--- config.mk ---
export PLATFORM = sky130hd
export DESIGN_NAME = morse_code_char_encoder
export DESIGN_NICKNAME = d
export VERILOG_FILES = /design/src/rtl/mce_pkg.sv /design/src/rtl/mce_front.sv /design/src/rtl/mce_queue.sv /design/src/rtl/mce_back.sv /design/src/rtl/morse_code_char_encoder.sv
export VERILOG_INCLUDE_DIRS = /design/src /design/src/rtl
export SDC_FILE = /design/constraint.sdc
export NUM_CORES = 1
export LEC_CHECK = 0
export CAP_MARGIN = 20
export CORE_UTILIZATION = 25
export CTS_CLUSTER_DIAMETER = 80
export DETAILED_ROUTE_END_ITERATION = 7
export DONT_BUFFER_PORTS = 1
export PLACE_DENSITY_LB_ADDON = 0.2
export SKIP_CTS_REPAIR_TIMING = 1
export SLEW_MARGIN = 20
export SYNTH_ARGS = -nofsm -noshare
export SYNTH_HDL_FRONTEND = slang
export SYNTH_HIERARCHICAL = 1
export SYNTH_SLANG_ARGS = --single-unit
--- constraint.sdc ---
create_clock -name clk -period 6.2 [get_ports clk]
set_input_delay 0.31 -clock clk [delete_from_list [all_inputs] [get_ports clk]]
set_output_delay 0.31 -clock clk [all_outputs]
set_load 0.02 [all_outputs]
--- src/rtl/morse_code_char_encoder_assert.svh ---
// Assertion macros for the Morse encoder
`ifndef MORSE_CODE_CHAR_ENCODER_ASSERT_SVH
`define MORSE_CODE_CHAR_ENCODER_ASSERT_SVH

// check a property on clk, off while rst_n is low
`define MCE_ASSERT(label, prop, msg) \
  label: assert property (@(posedge clk) disable iff (!rst_n) prop) else $error(msg);

// check a property on clk at every edge, reset included
`define MCE_ASSERT_ALWAYS(label, prop, msg) \
  label: assert property (@(posedge clk) prop) else $error(msg);

`endif

--- src/rtl/mce_pkg.sv ---
package mce_pkg;

  localparam int RomSize = 26;
  localparam int CodeMax = 6;

  localparam logic [1:0] SYM_DOT   = 2'd0;
  localparam logic [1:0] SYM_DASH  = 2'd1;
  localparam logic [1:0] SYM_SLASH = 2'd2;
  localparam logic [1:0] SYM_GAP   = 2'd3;

  localparam logic [7:0] CH_UP_A  = 8'h41;
  localparam logic [7:0] CH_UP_Z  = 8'h5A;
  localparam logic [7:0] CH_LO_A  = 8'h61;
  localparam logic [7:0] CH_LO_Z  = 8'h7A;
  localparam logic [7:0] CH_ZERO  = 8'h30;
  localparam logic [7:0] CH_NINE  = 8'h39;
  localparam logic [7:0] CH_DOT   = 8'h2E;
  localparam logic [7:0] CH_COMMA = 8'h2C;
  localparam logic [7:0] CH_QUEST = 8'h3F;
  localparam logic [7:0] CH_SPACE = 8'h20;
  localparam logic [7:0] CASE_OFS = 8'h20;

  // residues of 'a' and '0' modulo 26
  localparam logic [5:0] LO_A_RES = 6'(97 % RomSize);
  localparam logic [5:0] ZERO_RES = 6'(48 % RomSize);
  localparam logic [5:0] ROM_MOD  = 6'(RomSize);

  localparam logic [4:0] IDX_DOT   = 5'(46 % RomSize);
  localparam logic [4:0] IDX_COMMA = 5'(44 % RomSize);
  localparam logic [4:0] IDX_QUEST = 5'(63 % RomSize);
  localparam logic [4:0] IDX_SPACE = 5'(32 % RomSize);

  typedef logic [4:0] rom_idx_t;
  typedef logic [2:0] len_t;

  // dash mask is left aligned: bit 5 is the first symbol
  typedef struct packed {
    len_t       len;
    logic [5:0] dash;
    logic       slash;
  } code_t;

  typedef struct packed {
    len_t                      len;
    logic [CodeMax-1:0][1:0]   sym;
    logic                      gap;
  } cmd_t;

  typedef struct packed {
    logic full;
    logic empty;
  } q_stat_t;

  typedef struct packed {
    logic busy;
    len_t idx;
  } bk_stat_t;

  function automatic code_t rom_alpha(rom_idx_t idx);
    code_t c;
    unique case (idx)
      5'd0:    c = '{len: 3'd4, dash: 6'b000000, slash: 1'b0};
      5'd1:    c = '{len: 3'd2, dash: 6'b000000, slash: 1'b0};
      5'd2:    c = '{len: 3'd4, dash: 6'b011100, slash: 1'b0};
      5'd3:    c = '{len: 3'd3, dash: 6'b101000, slash: 1'b0};
      5'd4:    c = '{len: 3'd4, dash: 6'b010000, slash: 1'b0};
      5'd5:    c = '{len: 3'd2, dash: 6'b110000, slash: 1'b0};
      5'd6:    c = '{len: 3'd2, dash: 6'b100000, slash: 1'b0};
      5'd7:    c = '{len: 3'd3, dash: 6'b111000, slash: 1'b0};
      5'd8:    c = '{len: 3'd4, dash: 6'b011000, slash: 1'b0};
      5'd9:    c = '{len: 3'd4, dash: 6'b110100, slash: 1'b0};
      5'd10:   c = '{len: 3'd3, dash: 6'b010000, slash: 1'b0};
      5'd11:   c = '{len: 3'd3, dash: 6'b000000, slash: 1'b0};
      5'd12:   c = '{len: 3'd1, dash: 6'b100000, slash: 1'b0};
      5'd13:   c = '{len: 3'd3, dash: 6'b001000, slash: 1'b0};
      5'd14:   c = '{len: 3'd4, dash: 6'b000100, slash: 1'b0};
      5'd15:   c = '{len: 3'd3, dash: 6'b011000, slash: 1'b0};
      5'd16:   c = '{len: 3'd4, dash: 6'b100100, slash: 1'b0};
      5'd17:   c = '{len: 3'd4, dash: 6'b101100, slash: 1'b0};
      5'd18:   c = '{len: 3'd4, dash: 6'b110000, slash: 1'b0};
      5'd19:   c = '{len: 3'd2, dash: 6'b010000, slash: 1'b0};
      5'd20:   c = '{len: 3'd4, dash: 6'b100000, slash: 1'b0};
      5'd21:   c = '{len: 3'd4, dash: 6'b101000, slash: 1'b0};
      5'd22:   c = '{len: 3'd3, dash: 6'b100000, slash: 1'b0};
      5'd23:   c = '{len: 3'd1, dash: 6'b000000, slash: 1'b0};
      5'd24:   c = '{len: 3'd4, dash: 6'b001000, slash: 1'b0};
      5'd25:   c = '{len: 3'd3, dash: 6'b110000, slash: 1'b0};
      default: c = '{len: 3'd0, dash: 6'b000000, slash: 1'b0};
    endcase
    return c;
  endfunction

  // digit zero sits at 22 as five dashes
  function automatic code_t rom_numpunct(rom_idx_t idx);
    code_t c;
    unique case (idx)
      5'd0:    c = '{len: 3'd5, dash: 6'b000010, slash: 1'b0};
      5'd1:    c = '{len: 3'd5, dash: 6'b000000, slash: 1'b0};
      5'd2:    c = '{len: 3'd5, dash: 6'b100000, slash: 1'b0};
      5'd3:    c = '{len: 3'd5, dash: 6'b110000, slash: 1'b0};
      5'd4:    c = '{len: 3'd5, dash: 6'b111000, slash: 1'b0};
      5'd5:    c = '{len: 3'd5, dash: 6'b111100, slash: 1'b0};
      5'd6:    c = '{len: 3'd1, dash: 6'b000000, slash: 1'b1};
      5'd11:   c = '{len: 3'd6, dash: 6'b001100, slash: 1'b0};
      5'd18:   c = '{len: 3'd6, dash: 6'b110011, slash: 1'b0};
      5'd20:   c = '{len: 3'd6, dash: 6'b010101, slash: 1'b0};
      5'd22:   c = '{len: 3'd5, dash: 6'b111110, slash: 1'b0};
      5'd23:   c = '{len: 3'd5, dash: 6'b011110, slash: 1'b0};
      5'd24:   c = '{len: 3'd5, dash: 6'b001110, slash: 1'b0};
      5'd25:   c = '{len: 3'd5, dash: 6'b000110, slash: 1'b0};
      default: c = '{len: 3'd0, dash: 6'b000000, slash: 1'b0};
    endcase
    return c;
  endfunction

endpackage

--- src/rtl/mce_front.sv ---
module mce_front
  import mce_pkg::*;
(
  input  logic [7:0] in_char_code,
  input  logic       in_final_char,
  output cmd_t       cmd,
  output logic       cmd_nonempty
);

  logic [7:0] fold_c;
  logic       is_alpha;
  logic       is_digit;
  logic       is_punct;
  logic [7:0] ofs;
  logic [5:0] sum;
  rom_idx_t   idx;
  rom_idx_t   p_idx;
  code_t      code;

  always_comb begin
    fold_c = in_char_code;
    if (in_char_code >= CH_UP_A && in_char_code <= CH_UP_Z) begin
      fold_c = in_char_code + CASE_OFS;
    end
    is_alpha = (fold_c >= CH_LO_A) && (fold_c <= CH_LO_Z);
    is_digit = (fold_c >= CH_ZERO) && (fold_c <= CH_NINE);
    is_punct = (fold_c == CH_DOT) || (fold_c == CH_COMMA) ||
               (fold_c == CH_QUEST) || (fold_c == CH_SPACE);
  end

  // code modulo 26: offset from the range base plus the base residue, one wrap
  always_comb begin
    ofs = is_alpha ? (fold_c - CH_LO_A) : (fold_c - CH_ZERO);
    sum = {1'b0, ofs[4:0]} + (is_alpha ? LO_A_RES : ZERO_RES);
    if (sum >= ROM_MOD) begin
      sum = sum - ROM_MOD;
    end
    priority if (fold_c == CH_DOT) begin
      p_idx = IDX_DOT;
    end else if (fold_c == CH_COMMA) begin
      p_idx = IDX_COMMA;
    end else if (fold_c == CH_QUEST) begin
      p_idx = IDX_QUEST;
    end else begin
      p_idx = IDX_SPACE;
    end
    idx = is_punct ? p_idx : sum[4:0];
  end

  always_comb begin
    priority if (is_alpha) begin
      code = rom_alpha(idx);
    end else if (is_digit || is_punct) begin
      code = rom_numpunct(idx);
    end else begin
      code = '{len: 3'd0, dash: 6'b000000, slash: 1'b0};
    end
  end

  always_comb begin
    cmd.len = code.len;
    cmd.gap = !in_final_char;
    for (int k = 0; k < CodeMax; k++) begin
      if (code.slash) begin
        cmd.sym[k] = SYM_SLASH;
      end else if (code.dash[CodeMax-1-k]) begin
        cmd.sym[k] = SYM_DASH;
      end else begin
        cmd.sym[k] = SYM_DOT;
      end
    end
    cmd_nonempty = (code.len != 3'd0) || !in_final_char;
  end

endmodule

--- src/rtl/mce_queue.sv ---
module mce_queue
  import mce_pkg::*;
(
  input  logic    clk,
  input  logic    rst_n,
  input  logic    push,
  input  cmd_t    push_cmd,
  input  logic    pop,
  output logic    head_valid,
  output cmd_t    head_cmd,
  output q_stat_t stat
);

  cmd_t       mem_r [2];
  logic       wr_ptr_r;
  logic       wr_ptr_nxt;
  logic       rd_ptr_r;
  logic       rd_ptr_nxt;
  logic [1:0] cnt_r;
  logic [1:0] cnt_nxt;
  logic       do_push;
  logic       do_pop;

  assign stat.full  = (cnt_r == 2'd2);
  assign stat.empty = (cnt_r == 2'd0);
  assign head_valid = !stat.empty;
  assign head_cmd   = mem_r[rd_ptr_r];

  assign do_push = push && !stat.full;
  assign do_pop  = pop && !stat.empty;

  always_comb begin
    wr_ptr_nxt = do_push ? !wr_ptr_r : wr_ptr_r;
    rd_ptr_nxt = do_pop ? !rd_ptr_r : rd_ptr_r;
    cnt_nxt    = cnt_r + {1'b0, do_push} - {1'b0, do_pop};
  end

  always_ff @(posedge clk) begin
    if (!rst_n) begin
      wr_ptr_r <= 1'b0;
      rd_ptr_r <= 1'b0;
      cnt_r    <= 2'd0;
    end else begin
      wr_ptr_r <= wr_ptr_nxt;
      rd_ptr_r <= rd_ptr_nxt;
      cnt_r    <= cnt_nxt;
    end
  end

  always_ff @(posedge clk) begin
    if (do_push) begin
      mem_r[wr_ptr_r] <= push_cmd;
    end
  end

endmodule

--- src/rtl/mce_back.sv ---
module mce_back
  import mce_pkg::*;
(
  input  logic       clk,
  input  logic       rst_n,
  input  logic       head_valid,
  input  cmd_t       head_cmd,
  output logic       pop,
  output logic       out_valid,
  input  logic       out_ready,
  output logic [1:0] out_symbol,
  output logic       out_run_end,
  output bk_stat_t   stat
);

  len_t       idx_r;
  len_t       idx_nxt;
  logic       out_valid_r;
  logic       out_valid_nxt;
  logic [1:0] symbol_r;
  logic [1:0] symbol_nxt;
  logic       run_end_r;
  logic       run_end_nxt;
  len_t       total;
  logic       is_last;
  logic       fire;

  always_comb begin
    total   = head_cmd.len + {2'b00, head_cmd.gap};
    is_last = (idx_r == total - 3'd1);
    fire    = head_valid && (!out_valid_r || out_ready);
    pop     = fire && is_last;

    idx_nxt       = idx_r;
    out_valid_nxt = out_valid_r && !out_ready;
    symbol_nxt    = symbol_r;
    run_end_nxt   = run_end_r;
    if (fire) begin
      idx_nxt       = is_last ? 3'd0 : idx_r + 3'd1;
      out_valid_nxt = 1'b1;
      symbol_nxt    = (idx_r < head_cmd.len) ? head_cmd.sym[idx_r] : SYM_GAP;
      run_end_nxt   = is_last;
    end
  end

  always_ff @(posedge clk) begin
    if (!rst_n) begin
      idx_r       <= 3'd0;
      out_valid_r <= 1'b0;
    end else begin
      idx_r       <= idx_nxt;
      out_valid_r <= out_valid_nxt;
    end
  end

  always_ff @(posedge clk) begin
    symbol_r  <= symbol_nxt;
    run_end_r <= run_end_nxt;
  end

  assign out_valid   = out_valid_r;
  assign out_symbol  = symbol_r;
  assign out_run_end = run_end_r;
  assign stat.busy   = head_valid;
  assign stat.idx    = idx_r;

endmodule

--- src/rtl/morse_code_char_encoder.sv ---
// channel   ports                                     direction
// in        in_valid in_ready in_char_code in_final_char  into block
// out       out_valid out_ready out_symbol out_run_end    out of block
//
// One symbol leaves per cycle unless out_ready stalls or the queue is empty;
// a character yields 1 to 7 symbols (code length plus one gap unless final),
// set by the back-end serializer. Characters with no symbols are taken and dropped.
// A two-entry queue parts front and back; in_ready drops only when it is full.
// rst_n is synchronous and clears the queue, the serializer and out_valid.
// A stalled out_ready holds the output register and backs up into the queue.
`include "morse_code_char_encoder_assert.svh"

module morse_code_char_encoder
  import mce_pkg::*;
(
  input  logic       clk,
  input  logic       rst_n,
  input  logic       in_valid,
  output logic       in_ready,
  input  logic [7:0] in_char_code,
  input  logic       in_final_char,
  output logic       out_valid,
  input  logic       out_ready,
  output logic [1:0] out_symbol,
  output logic       out_run_end
);

  cmd_t     f_cmd;
  logic     f_nonempty;
  logic     q_push;
  logic     q_pop;
  logic     q_head_valid;
  cmd_t     q_head_cmd;
  q_stat_t  q_stat;
  bk_stat_t b_stat;

  mce_front u_front (
    .in_char_code  (in_char_code),
    .in_final_char (in_final_char),
    .cmd           (f_cmd),
    .cmd_nonempty  (f_nonempty)
  );

  assign in_ready = !q_stat.full;
  assign q_push   = in_valid && in_ready && f_nonempty;

  mce_queue u_queue (
    .clk        (clk),
    .rst_n      (rst_n),
    .push       (q_push),
    .push_cmd   (f_cmd),
    .pop        (q_pop),
    .head_valid (q_head_valid),
    .head_cmd   (q_head_cmd),
    .stat       (q_stat)
  );

  mce_back u_back (
    .clk         (clk),
    .rst_n       (rst_n),
    .head_valid  (q_head_valid),
    .head_cmd    (q_head_cmd),
    .pop         (q_pop),
    .out_valid   (out_valid),
    .out_ready   (out_ready),
    .out_symbol  (out_symbol),
    .out_run_end (out_run_end),
    .stat        (b_stat)
  );

  `MCE_ASSERT(a_q_stat, !(q_stat.full && q_stat.empty), "queue full and empty")
  `MCE_ASSERT(a_idx_range, b_stat.idx <= 3'(CodeMax), "serializer index past code")
  `MCE_ASSERT(a_gap_last, out_valid && out_symbol == SYM_GAP |-> out_run_end, "gap not last")
  `MCE_ASSERT(a_idle_idx, !b_stat.busy |-> b_stat.idx == 3'd0, "index held while idle")

endmodule
Yosys cells after proc, flatten, opt, wreduce, memory -nomap -nowiden. Memories as Yosys holds them, arrays and structs flattened. A register that Yosys moved wholly into a read port is not among the register bits. Index checks and enable logic that the tools add are counted.

Memories: 3. Bits in writable memories: 32. Flip-flop bits (word level): 11. ROM bits: 544. Input port bits: 13. Output and inout port bits: 5.

Memories: (no name shown) (words 32, bits a word 10, read ports 1, clocked after memory_dff 0, wr ports 0, RTL line mce_pkg.sv:96) `unique case (idx)`; (no name shown) (words 32, bits a word 7, read ports 1, clocked after memory_dff 0, wr ports 0, RTL line mce_pkg.sv:61) `unique case (idx)`; u_queue.mem_r (words 2, bits a word 16, read ports 1, clocked after memory_dff 1, wr ports 1, RTL line mce_queue.sv:14) `cmd_t mem_r [2];`.

Add/subtract/negate cells: 10. Reductions and logical operators: 25. Mux-type cells: 30. $lt $le $gt $ge: 9. Equal/unequal tests: 6.

Operators with widths (count): 8-bit by 6-bit equality test with 1-bit output, second input constant (4); 5-bit 2-to-1 mux (5); 10-bit 2-to-1 mux (2); 8-bit by 7-bit greater-or-equal comparator with 1-bit output, second input constant (2); 8-bit by 7-bit <= comparator with 1-bit output, second input constant (2); 2-bit 2-to-1 mux (7); 1-bit 2-to-1 mux (11); 1-bit logical AND (10); 5-bit subtractor, second input constant (2); 8-bit by 6-bit adder with 8-bit output, second input constant (1); 8-bit by 6-bit greater-or-equal comparator with 1-bit output, second input constant (1); 8-bit by 6-bit <= comparator with 1-bit output, second input constant (1); 8-bit 2-to-1 mux (1); 1-bit logical NOT (7); 5-bit by 5-bit adder with 6-bit output (1); 2-bit binary-select mux with 3-bit select (1); 6-bit by 5-bit greater-or-equal comparator with 1-bit output, second input constant (1); 1-bit logical OR (6); 3-bit 2-to-1 mux (2); 5-bit by 1-bit subtractor with 5-bit output, second input constant (1); 3-bit by 4-bit < comparator with 1-bit output, second input constant (1); 4-bit 2-to-1 mux (1); 3-bit by 1-bit adder with 3-bit output (1); 3-bit by 1-bit adder with 3-bit output, second input constant (1); other kinds (8) (8).

Depth between registers and ports, before layout. Gate-level depths: netlist of the first run. An unclocked memory read counts as a cell.

Depth in word-level cells: 19. Mapped depth: 33. Gate-level depth less buffers: 31.

Cells and area by module. Netlist of the first run, hierarchy kept.

By module, submodules not included: mce_front (area each 1721.7 um^2, cells each 263, times used 1); mce_queue (area each 1450.1 um^2, cells each 78, times used 1); mce_back (area each 534.3 um^2, cells each 52, times used 1); morse_code_char_encoder (area each 12.5 um^2, cells each 2, times used 1).

Worst setup path after synthesis of the first run. Ideal clock, no wire load.

Path kind: input to register. Start: input port in_char_code[0]. End: register u_queue.cnt_r[1]. Arrival: 5949 ps. Path slack: 135 ps. Setup time: 115 ps. Path buffers: 3. Stages: 33. Data required time: 6085 ps. Cell sequence: inv_1 > ha_1 > nor2b_4 > o211a_4 > or4_1 > buf_4 > buf_6 > clkinv_2 > ha_1 > inv_1 > ha_1 > nor2b_1 > a311oi_1 > nor2_1 > mux2i_1 > o31a_1 > mux2i_1 > nor3b_4 > buf_2 > ha_1 > and2_1 > nor3_1 > a21oi_1 > a22o_1 > or4_1 > and3b_1 > nand2_1 > ha_1 > inv_1 > ha_1 > xor2_1 > and2_1 > nor3_1.

RTL lines: start: declaration (RTL line morse_code_char_encoder.sv:20) `input logic [7:0] in_char_code,`; end signal: assignment (RTL line mce_queue.sv:46) `cnt_r <= cnt_nxt;`; end: declaration (RTL line mce_queue.sv:19) `logic [1:0] cnt_r;`.

==> summary.txt, run 1 <==
Inserted Diodes = 0
Num CTS Buffers = 5
Worst path slowest cell = or4_4
DRT Pass-1 Iters = 5
clock-pin slew on the worst setup and hold paths = 0.06 ns
Peak Freq = 0.175 GHz
CTS sink cnt = 44
Syn Area/Cell = 9.43 um2
Storage cell area = 0.00123 mm2
r2r worst-path depth = 14
core footprint = 0.0145 mm2
synthesized area = 0.00371 mm2
number of global-route vias before repair = 2,927
Post-Syn Instances = 393
Port Buffers = 0
initial antenna violation count = 0
CP max stage delay = 0.56 ns
Post-DP HPWL = 6810 um
DRC violation total after the first TritonRoute iteration = 158
min-delay worst type = input pin to register
fill cell count = 1,516
arrival time worst endpoint = 5.88 ns
average wire per standard cell = 15.0 um
CTS Buffer Depth = 2
via density per instance = 5.06
total die area = 0.0153 mm2
pin count of the biggest net entering global routing = 20
RSZ-0062 raised after global routing = false
maximum VDD drop = 120 uV
Pwr per Cell Area = 293 mW/mm2
chip width = 124 um
max_slew headroom = 35.8%
DIE HEIGHT = 124 um
Hold Path Depth = 1
most used cell along the critical path = ha_1
row cnt = 44
worst-margin pin slew = 0.959 ns
# setup viols final = 0
Final #Nets = 438
root buf cell = clkbuf_16
CTS H-tree depth = 2
number of remaining DRC errors = 0
CP endpoint kind = register
layout cells sized above 1 = 20.5%
Req. time, crit path = 6.38 ns
all-layer global routing usage = 12.2%
critical path launch point type = input pin
GPL Wtd Cong = 0.891
final wirelength = 8840 um
final core occ = 29.0%
status = finished clean
max-cap violations = 0
Initial Util = 25.6%
Leak = 0.00159 uW
vias = 2,979
crit path max fanout = 6
Worst-Skew Late Latency = 0.29 ns
period utilization = 91.9%
Yosys Warn Count = 6
Synthesized Nets = 427
setup TNS = 0 ns
multi-input gate area in the final layout = 0.00229 mm2
fin crit period = 5.70 ns
P&R area growth vs syn = 13.3%
Final Hold Viols = 0
final clock skew = 0.00554 ns
grt ovf = 0
first-pass GRT wire length = 14,700 um
Setup CP Type = input pin to register
Final Slew Violations = 0
io pins = 18
post-route ant nets = 0
TritonCTS clock tree = done
worst max-delay path, delay by kind of cell:
family	cells	cell delay [ns]
simple gates	13	2.74
buf+inv	5	0.30
compound gates	4	0.81
fa+ha+maj	6	1.23
mux	2	0.32
xor+xnor	1	0.17
layout make-up:
class | instances | share of cell area (%)
Tap cell | 184 | 5.48
Multi-Input combinational cell | 307 | 54.6
Clock inverter | 3 | 1.13
Sequential cell | 44 | 29.3
Inverter | 20 | 1.82
Clock buffer | 5 | 2.98
Timing Repair Buffer | 26 | 4.65
power by group:
part | leakage, uW | total [uW] | switching [uW] | internal [uW]
combinational | 0.00112 | 522 | 296 | 226
sequential | 0.000394 | 409 | 38.9 | 371
clock | 0.0000840 | 298 | 107 | 191
total | 0.00159 | 1230 | 442 | 787
through the flow:
step	power (uW)	hold WS [ns]	instances	worst slack, ns	area (um2)
detailed placement	920	0.438	580	0.0359	3970
CTS	1220	0.139	588	0.314	4150
finish	1230	0.145	589	0.500	4200
global placement	926	0.435	580	0.0609	3970
floorplan	791	0.432	393	0.135	3710
global route	1310	0.150	589	0.0457	4200
sequential cells by signal (all words and copies together) (netlist names), named ones only:
signal / flops
u_back/idx_r: 3
u_back/out_run_end: 1
u_back/out_symbol: 2
u_back/out_valid: 1
u_queue/cnt_r: 2
u_queue/mem_r: 32
u_queue/rd_ptr_r: 1
u_queue/wr_ptr_r: 1
path summary, 6_finish.rpt:
kind | startpoint | endpoint | slack [ns]
worst min register to register | u_queue/wr_ptr_r | u_queue/wr_ptr_r | 0.50
worst min-delay path | rst_n | u_queue/cnt_r[0] | 0.15
worst max-delay path | in_char_code[0] | u_queue/cnt_r[1] | 0.50
worst max register to register | register | u_queue/cnt_r[1] | 2.80
per-layer routing:
metal	part of all wire (%)	up-vias	GRT usage [%]
met1	44	1421	14.7
met4	1.7	0	4.22
li1	-	1483	-
met2	50	67	22.2
met3	4.2	8	1.65
met5	0	-	0
placed cells by master, fill, tap and decap left out, drive strengths merged, types with 4 or more instances in the layout:
master / count
nor2: 38
edfxtp: 35
buf: 26
nand2: 26
ha: 21
inv: 19
a21oi: 19
o21ai: 19
mux2: 18
nor3: 16
xnor2: 11
nand3: 9
dfxtp: 9
and2: 9
mux2i: 8
nor2b: 8
nor4: 8
o31ai: 7
nand2b: 6
and3: 6
a31oi: 6
clkbuf: 5
o21a: 5
o22ai: 5
xor2: 4
o211ai: 4
or3: 4
or4: 4
Note: power is estimated with default switching activity, not from simulation.
==> inputs of run 2 (changes only) <==
--- a/config.mk
+++ b/config.mk
@@ -7,6 +7,7 @@
 export NUM_CORES = 1
 export LEC_CHECK = 0
 export CAP_MARGIN = 20
+export CORE_MARGIN = 2
 export CORE_UTILIZATION = 25
 export CTS_CLUSTER_DIAMETER = 80
 export DETAILED_ROUTE_END_ITERATION = 7
==> constraint.sdc (replaced) <==
create_clock -name clk -period 4.55 [get_ports clk]
set_input_delay 0.2275 -clock clk [delete_from_list [all_inputs] [get_ports clk]]
set_output_delay 0.2275 -clock clk [all_outputs]
set_load 0.02 [all_outputs]
==> run 2 against run 1 <==
Effect of this change: the run now ends with setup timing left; non-clock buffer count up 65; combinational power up 81%; wire length up 6.9%; critical endpoint unchanged; utilization up 5.6 points; cell area up 20%; clock power up 72%; largest power group unchanged; total power up 64%; sequential share of layout area down 4.8 points; global-route usage down 0.16 points; sequential cell count unchanged.
==> summary.txt, run 2 (same netlist as run 1, synthesis figures left out) <==
total die area = 0.0158 mm2 (+3.3%)
average wire per standard cell = 14.5 um (-3.7%)
biggest regs = u_queue/mem_r x32, u_back/idx_r x3
number of remaining DRC errors = 0 (unchanged)
Setup CP Type = input pin to register
CP max stage delay = 0.53 ns (-0.03 ns)
max-cap violations = 0 (unchanged)
DRC violation total after the first TritonRoute iteration = 189 (+20%)
DIE HEIGHT = 126 um (+1.6%)
Req. time, crit path = 4.73 ns (-1.65 ns)
HP Start = rst_n
TritonCTS clock tree = done
CTS sink cnt = 44 (unchanged)
final clock skew = 0.00183 ns (-0.00370 ns)
Final Hold Viols = 0 (unchanged)
worst-margin pin slew = 0.662 ns (-0.297 ns)
commonest non-fill, non-tap cell in the layout = buf_4
Leak = 0.00197 uW (+23%)
io pins = 18 (unchanged)
RSZ-0062 raised after global routing = true
pre-CTS WS = -1.11 ns (-1.15 ns)
most used cell along the critical path = ha_4
Top reg by flops = u_queue/mem_r
first-pass GRT wire length = 15,900 um (+8.6%)
critical path launch point type = input pin
most frequent cells in the layout = buf_4, nor2_1, edfxtp_1, nand2_1, o21ai_0
fin crit period = 5.32 ns
pin count of the biggest net entering global routing = 17 (-15%)
r2r worst-path depth = 15 (+1)
DRT Pass-1 Iters = 5 (unchanged)
core footprint = 0.0145 mm2 (+0.38%)
arrival time worst endpoint = 5.50 ns (-0.38 ns)
Initial Util = 25.5% (-0.097 points)
via density per instance = 4.86 (-3.9%)
Worst path slowest cell = or4_4
FF-to-FF setup slack = 1.50 ns (-1.30 ns)
Pwr per Cell Area = 401 mW/mm2 (+37%)
Post-DP HPWL = 7190 um (+5.6%)
failing checks = setup timing
chip width = 126 um (+1.6%)
CTS H-tree depth = 2 (unchanged)
root buf cell = clkbuf_16
P&R area growth vs syn = 35.5%
Inserted Diodes = 0 (unchanged)
initial antenna violation count = 0 (unchanged)
row cnt = 44 (unchanged)
crit path max fanout = 6 (unchanged)
period utilization = 117%
final wirelength = 9450 um (+6.9%)
clock-pin slew on the worst setup and hold paths = 0.06 ns (about the same)
number of global-route vias before repair = 3,128 (+6.9%)
maximum VDD drop = 148 uV (+24%)
Peak Freq = 0.188 GHz
GPL Wtd Cong = 0.843 (-5.3%)
fill cell count = 1,493 (-1.5%)
Final #Nets = 503 (+15%)
post-route setup slack = -0.770 ns (-1.27 ns)
post-route ant nets = 0 (unchanged)
vias = 3,178 (+6.7%)
# setup viols final = 35 (+35)
max_slew headroom = 55.7% (+20 points)
reg2reg end = u_queue/cnt_r[1]
max reg flops = 32 (unchanged)
all-layer global routing usage = 12.1% (-0.16 points)
Num CTS Buffers = 5 (unchanged)
status = complete, but fails checks
Final Slew Violations = 0 (unchanged)
Final Power = 2020 uW (+64%)
Hold Path Depth = 1 (unchanged)
layout cells sized above 1 = 38.1% (+18 points)
CP endpoint kind = register
Storage cell area = 0.00123 mm2 (unchanged)
CTS Buffer Depth = 2 (unchanged)
multi-input gate area in the final layout = 0.00251 mm2 (+9.3%)
grt ovf = 0 (unchanged)
Hold EP = u_back/idx_r[0]
min-delay worst type = input pin to register
Port Buffers = 0 (unchanged)
Worst-Skew Late Latency = 0.28 ns (about the same)
-- run 2: cell count changes in the layout (fill, tap and decap cells not counted), sizes merged --
cell | previous run | this run
inv | 19 | 17
clkinv | 3 | 1
buf | 26 | 90
clkinvlp | 0 | 2
bufinv | 1 | 3
clkbuf | 5 | 6
-- run 2: how the worst max path moves through the flow --
stage | from | to | slack, ns | cells after the start
3_3_place_gp | in_char_code[0] | u_queue/cnt_r[1] | -1.09 | 28
4_1_cts | in_char_code[0] | u_queue/cnt_r[1] | -0.83 | 28
5_1_grt | in_char_code[0] | u_queue/cnt_r[1] | -1.13 | 31
2_1_floorplan | in_char_code[0] | u_queue/cnt_r[1] | -1.10 | 33
3_5_place_dp | in_char_code[0] | u_queue/cnt_r[1] | -1.11 | 29
6_report | in_char_code[0] | u_queue/cnt_r[1] | -0.77 | 29
-- run 2: routing by layer --
layer	track usage, %	vias to the layer above	share of wire, %
li1	-	1615	-
met1	15.8	1498	46
met2	21.4	59	50
met3	1.02	6	3.3
met4	3.10	0	1.1
met5	0	-	0
-- run 2: critical path: cells and delay by family --
family                     cells  cell delay [ns]
AOI/OAI and AO/OA              4             0.78
xor gates and xnor gates       1             0.14
adders and majority gates      5             0.80
buffers and inverters          4             0.31
muxes                          1             0.09
and+or+nand+nor               14             3.11
-- run 2: power breakdown --
| part | total [uW] | internal [uW] | switching, uW |
|---|---|---|---|
| Sequential | 557 | 505 | 52.0 |
| Combinational | 944 | 479 | 465 |
| Clock | 514 | 370 | 145 |
-- run 2: layout make-up --
| type | instances | share of cell area, % |
|---|---|---|
| Multi-Input combinational cell | 307 | 49.9 |
| Sequential cell | 44 | 24.5 |
| Timing Repair Buffer | 91 | 14.9 |
| Tap cell | 184 | 4.58 |
| Clock buffer | 5 | 2.49 |
| Inverter | 20 | 1.84 |
| Clock inverter | 3 | 1.79 |
-- run 2: stage by stage --
stage / cell area (um2) / utilization [%] / hold WS, ns / setup TNS [ns] / cells
floorplan: 3850 / - / 0.355 / -29.75 / 393
global placement: 4520 / 31.1 / 0.358 / -28.39 / 633
detailed placement: 4520 / 31.1 / 0.361 / -29.06 / 633
CTS: 4730 / 32.6 / 0.0652 / -19.11 / 641
global route: 5020 / 34.6 / 0.0717 / -33.12 / 654
finish: 5020 / 34.6 / 0.0706 / -20.65 / 654
